`src/hdl/bsc_pkg.sv`:
```
// bsc_pkg: shared types and constants for the barometric compensation pipeline
// depends on nothing; used by every module under hdl

package bsc_pkg;

	// configuration register indexes
	localparam logic [1:0] REG_TEMP_COEF  = 2'd0;
	localparam logic [1:0] REG_PRES_LOW   = 2'd1;
	localparam logic [1:0] REG_PRES_HIGH  = 2'd2;
	localparam logic [1:0] REG_PRES_NINE  = 2'd3;

	localparam int CfgIndexWidth = 2;
	localparam int CfgDataWidth  = 64;
	localparam int QuoBits       = 64;

	// stage counts of each section
	localparam int TempStages  = 5;
	localparam int CoefStages  = 5;
	localparam int DivStages   = QuoBits + 2;
	localparam int FinalStages = 3;
	localparam int Latency     = TempStages + CoefStages + DivStages + FinalStages;

	// results that ride alongside the pressure datapath
	typedef struct packed {
		logic signed [31:0] temp_centi;
		logic signed [31:0] fine_temp;
		logic               invalid;
	} side_t;

endpackage

```
`src/hdl/bsc_temp.sv`:
```
// bsc_temp: temperature compensation, five pipeline stages (32-bit wrapping)
// depends on bsc_pkg

module bsc_temp (
	input  logic               clk,
	input  logic               arst_n,
	input  logic               in_valid,
	input  logic [19:0]        raw_temperature,
	input  logic [19:0]        raw_pressure,
	input  logic [47:0]        temp_coef,
	output logic               valid_s5,
	output bsc_pkg::side_t     side_s5,
	output logic signed [32:0] v1_s5,
	output logic [19:0]        adc_p_s5
);

	logic [15:0]        t1;
	logic signed [15:0] t2;
	logic signed [15:0] t3;

	logic valid_s1, valid_s2, valid_s3, valid_s4;
	logic signed [17:0] a_s1;
	logic signed [16:0] d_s1;
	logic signed [33:0] pa_s2;
	logic [31:0]        sq_s2;
	logic signed [31:0] ta_s3;
	logic signed [35:0] pb_s3;
	logic signed [31:0] tf_s4;
	logic [19:0] adc_p_s1, adc_p_s2, adc_p_s3, adc_p_s4;

	logic signed [19:0] sq12;
	logic signed [31:0] tc_pre;

	assign t1 = temp_coef[15:0];
	assign t2 = $signed(temp_coef[31:16]);
	assign t3 = $signed(temp_coef[47:32]);

	assign sq12   = 20'($signed(sq_s2) >>> 12);
	assign tc_pre = tf_s4 * 32'sd5 + 32'sd128;

	always_ff @(posedge clk or negedge arst_n) begin
		if (!arst_n) begin
			valid_s1 <= 1'b0;
			valid_s2 <= 1'b0;
			valid_s3 <= 1'b0;
			valid_s4 <= 1'b0;
			valid_s5 <= 1'b0;
		end else begin
			valid_s1 <= in_valid;
			valid_s2 <= valid_s1;
			valid_s3 <= valid_s2;
			valid_s4 <= valid_s3;
			valid_s5 <= valid_s4;
		end
	end

	always_ff @(posedge clk) begin
		a_s1     <= $signed({1'b0, raw_temperature[19:3]}) - $signed({1'b0, t1, 1'b0});
		d_s1     <= $signed({1'b0, raw_temperature[19:4]}) - $signed({1'b0, t1});
		adc_p_s1 <= raw_pressure;

		pa_s2    <= a_s1 * t2;
		sq_s2    <= 32'(d_s1 * d_s1);
		adc_p_s2 <= adc_p_s1;

		ta_s3    <= $signed(pa_s2[31:0]) >>> 11;
		pb_s3    <= sq12 * t3;
		adc_p_s3 <= adc_p_s2;

		tf_s4    <= ta_s3 + ($signed(pb_s3[31:0]) >>> 14);
		adc_p_s4 <= adc_p_s3;

		side_s5.temp_centi <= tc_pre >>> 8;
		side_s5.fine_temp  <= tf_s4;
		side_s5.invalid    <= 1'b0;
		v1_s5    <= $signed({tf_s4[31], tf_s4}) - 33'sd128000;
		adc_p_s5 <= adc_p_s4;
	end

endmodule

```
`config.mk`:
```
export PLATFORM = sky130hd
export DESIGN_NAME = bsc_temp
export DESIGN_NICKNAME = d
export VERILOG_FILES = /design/src/hdl/bsc_pkg.sv /design/src/hdl/bsc_temp.sv
export SDC_FILE = /design/constraint.sdc
export NUM_CORES = 2
export LEC_CHECK = 0
export BUFFER_PORTS_ARGS = -buffer_cell sky130_fd_sc_hd__buf_2
export CORE_MARGIN = 2
export CORE_UTILIZATION = 49
export DETAILED_ROUTE_END_ITERATION = 10
export HOLD_SLACK_MARGIN = 0.05
export PLACE_DENSITY = 0.67
export SLEW_MARGIN = 20
export SYNTH_ARGS = -nofsm -noshare
export SYNTH_HDL_FRONTEND = slang
export SYNTH_SLANG_ARGS = --single-unit
```
`constraint.sdc`:
```
create_clock -name clk -period 7.9 [get_ports clk]
set_input_delay 0.395 -clock clk [delete_from_list [all_inputs] [get_ports clk]]
set_output_delay 0.395 -clock clk [all_outputs]
set_load 0.05 [all_outputs]
```
==> summary.md <==
| Metric | Value |
|---|---|
| Status | `finished clean` |
| Drt first pass iters | `5` |
| Largest cells by area after synthesis | `fa_1 42%, dfxtp_1 14%, ha_1 10%, inv_1 9.9%, and2_1 5.4%` |
| Remaining Overflow, GRT | `0` |
| Worst r2r src | `sq_s2[18]$_DFF_P_` |
| Fin. max-slew vios | `0` |
| Drt first-iter violations | `1148` |
| Cells on Worst Hold Path | `3` |
| Worst skew pair latency | `620 ps` |
| Root buffer cell | `clkbuf_16` |
| Initial antenna violation count | `1` |
| Area grow syn2layout | `8.36%` |
| Detailed placement HPWL | `67900 um` |
| Post-synth top cells | `1030 x inv_1, 816 x fa_1, 415 x nand2_1, 336 x and2_1, 324 x ha_1` |
| Worst r2r dst | `pb_s3[26]$_DFF_P_` |
| H-tree Lvls | `1` |
| Number of synthesized register bits | `284` |
| Via count | `25800` |
| # fillers | `7155` |
| Crit path capture | `pb_s3[26]$_DFF_P_` |
| Final instance area | `0.0424 mm2` |
| Tightest Pin Transition | `1100 ps` |
| Chip Width | `287 um` |
| Largest net degree at the start of global routing | `35` |
| Layout cells sized above 1 | `0.0814` |
| CTS clock-pin slew for the worst setup and hold paths | `70 ps` |
| Clock buffer depth | `3` |
| Row cnt | `103` |
| Most common flop cell mapped by yosys | `dfxtp_1` |
| RSZ-0062 raised after global routing | `no` |
| Total of max-cap violations | `0` |
| Port bufs | `205` |
| Top cell type's share of synthesized area | `0.418` |
| Top-count cell post-synth | `inv_1` |
| Fin Clk Skew | `36.0 ps` |
| Setup TNS | `0 ps` |
| Total core area | `0.0790 mm2` |
| CTS Hold Buffers Added | `24` |
| Residual DRC | `0` |
| Relative slew margins | `0.264` |
| Nets | `5434` |
| Total track usage | `0.214` |
| ANT nets after route | `0` |
| Ports | `210` |
| R2R cell count | `22` |
| Crit Path Max Fanout | `11` |
| Die area | `0.0821 mm2` |
| CP endpoint kind | `flop` |
| Worst Setup Start Kind | `flop` |
| CTS tree | `done` |
| Mapped cell area | `0.0391 mm2` |
| Fmax | `0.140 GHz` |
| Hold Path Class | `in2reg` |
| CTS Buf Count | `30` |
| Reg2reg setup slack | `780 ps` |
| Ys async rst share | `0.0176` |
| Clock sinks | `284` |
| Drt via density | `4.89` |
| Yosys top cell by area | `fa_1` |
| Count of different cell masters after synthesis | `82` |
| Critical path class | `reg2reg` |
| Diode count | `0` |
| Synthesis Warnings | `0` |
| Resized cells post-CTS | `0` |
| Final Cycle Share | `0.902` |
| Vias in the first global route | `27800` |
| Seq/Total Area, Yosys | `0.146` |
| EDFF count, synth | `0` |
| Initial Utilization | `0.495` |
| Placed Instance Area | `0.0411 mm2` |
| Syn nets | `5289` |
| Aggregate routed wire length | `82400 um` |
| Final setup violation count | `0` |
| Final hold violation count | `0` |
| Synth Instances | `4058` |
| WP data arrival | `7660 ps` |
| Worst setup path startpoint | `sq_s2[18]$_DFF_P_` |
| Syn_area_per_cell | `9.64 um2` |
| Tmin final | `7120 ps` |
| Gp weighted congestion | `0.842` |
| # Post-CTS Setup Buffers | `0` |
| Avg WL per Cell | `15.6 um` |
| Worst Path Required | `8430 ps` |
| Die Ht | `287 um` |
| Global-route wire length before repair | `141000 um` |
[area by class of cell]
cell class                      instances  area, um2  area share
Clock buffer                           37        837      0.0197
Clock inverter                         18        246     0.00581
Inverter                             1031       3870      0.0914
Multi-Input combinational cell       2570      28700       0.677
Sequential cell                       284       5710       0.135
Tap cell                             1050       1310      0.0310
Timing Repair Buffer                  286       1690      0.0400
[metal layers]
metal	vias to the layer above	wire, um	track usage
met3	110	4540	0.0297
li1	12200	-	-
met4	0	2840	0.0639
met5	-	0	0
met1	12900	36000	0.292
met2	596	39100	0.356
[metrics by stage]
stage          hold WS [ps]  instances  setup slack, ps  utilization
3_3_place_gp            208       5197              747        0.520
5_1_grt                 136       5276              439        0.537
3_5_place_dp            212       5197              737        0.520
4_1_cts                 116       5276              809        0.537
6_report                145       5276              775        0.537
2_1_floorplan          99.4       4058             1130            -
[worst min path at each step]
stage                      start                 end
detailed placement        arst_n  valid_s3$_DFF_PN0_
global route              arst_n  valid_s4$_DFF_PN0_
finish              temp_coef[1]     d_s1[1]$_DFF_P_
floorplan                 arst_n  valid_s1$_DFF_PN0_
global placement          arst_n  valid_s5$_DFF_PN0_
CTS                       arst_n  valid_s4$_DFF_PN0_
[sequential cells by signal, indices dropped and copies added (netlist names), 16 cells and up]
| name | count |
|---|---|
| pa_s2 | 21 |
| tf_s4 | 22 |
| pb_s3 | 18 |
| d_s1 | 16 |
| adc_p_s2 | 20 |
| sq_s2 | 20 |
| v1_s5 | 23 |
| adc_p_s5 | 20 |
| adc_p_s3 | 20 |
| side_s5 | 36 |
| adc_p_s4 | 20 |
| adc_p_s1 | 20 |
| ta_s3 | 21 |
[cells in the final DEF (no fill, tap or decap), types with 28 or more instances in the layout]
cell type / n
nor2_1: 91
ha_1: 324
a21o_1: 39
xor2_1: 60
nand2_1: 415
fa_1: 816
a21oi_1: 57
dfxtp_1: 279
and2_1: 336
inv_1: 1030
xnor2_1: 124
buf_4: 57
buf_2: 205
clkbuf_16: 30
o21ai_0: 28
[worst max-delay path: stages (launching register included)]
cell	delay, ps
dfxtp_1	670
and2_1	220
fa_1	410
inv_1	80
fa_1	430
fa_1	510
inv_1	50
fa_1	490
fa_1	510
inv_1	50
fa_1	470
inv_1	40
ha_1	280
a21o_1	170
a21o_1	190
a2111oi_0	360
o31ai_1	280
a31oi_1	560
o211ai_1	230
o41ai_1	290
buf_4	200
or4b_1	440
o211ai_1	110
[cell families (layout without fill, tap and decap cells)]
family | Yosys count | after routing | share of synthesized area
other cells | 1 | 1 | 0.0000959
compound gates | 242 | 242 | 0.0428
simple gates | 999 | 999 | 0.128
mux | 1 | 1 | 0.000288
fa+ha+maj | 1142 | 1142 | 0.522
buf+inv | 1204 | 1372 | 0.120
xor+xnor | 185 | 185 | 0.0416
flops | 284 | 284 | 0.146
Power is left out: the tool's default activity adds up to more than one toggle a clock period on the data nets, which glitch-free logic cannot reach.
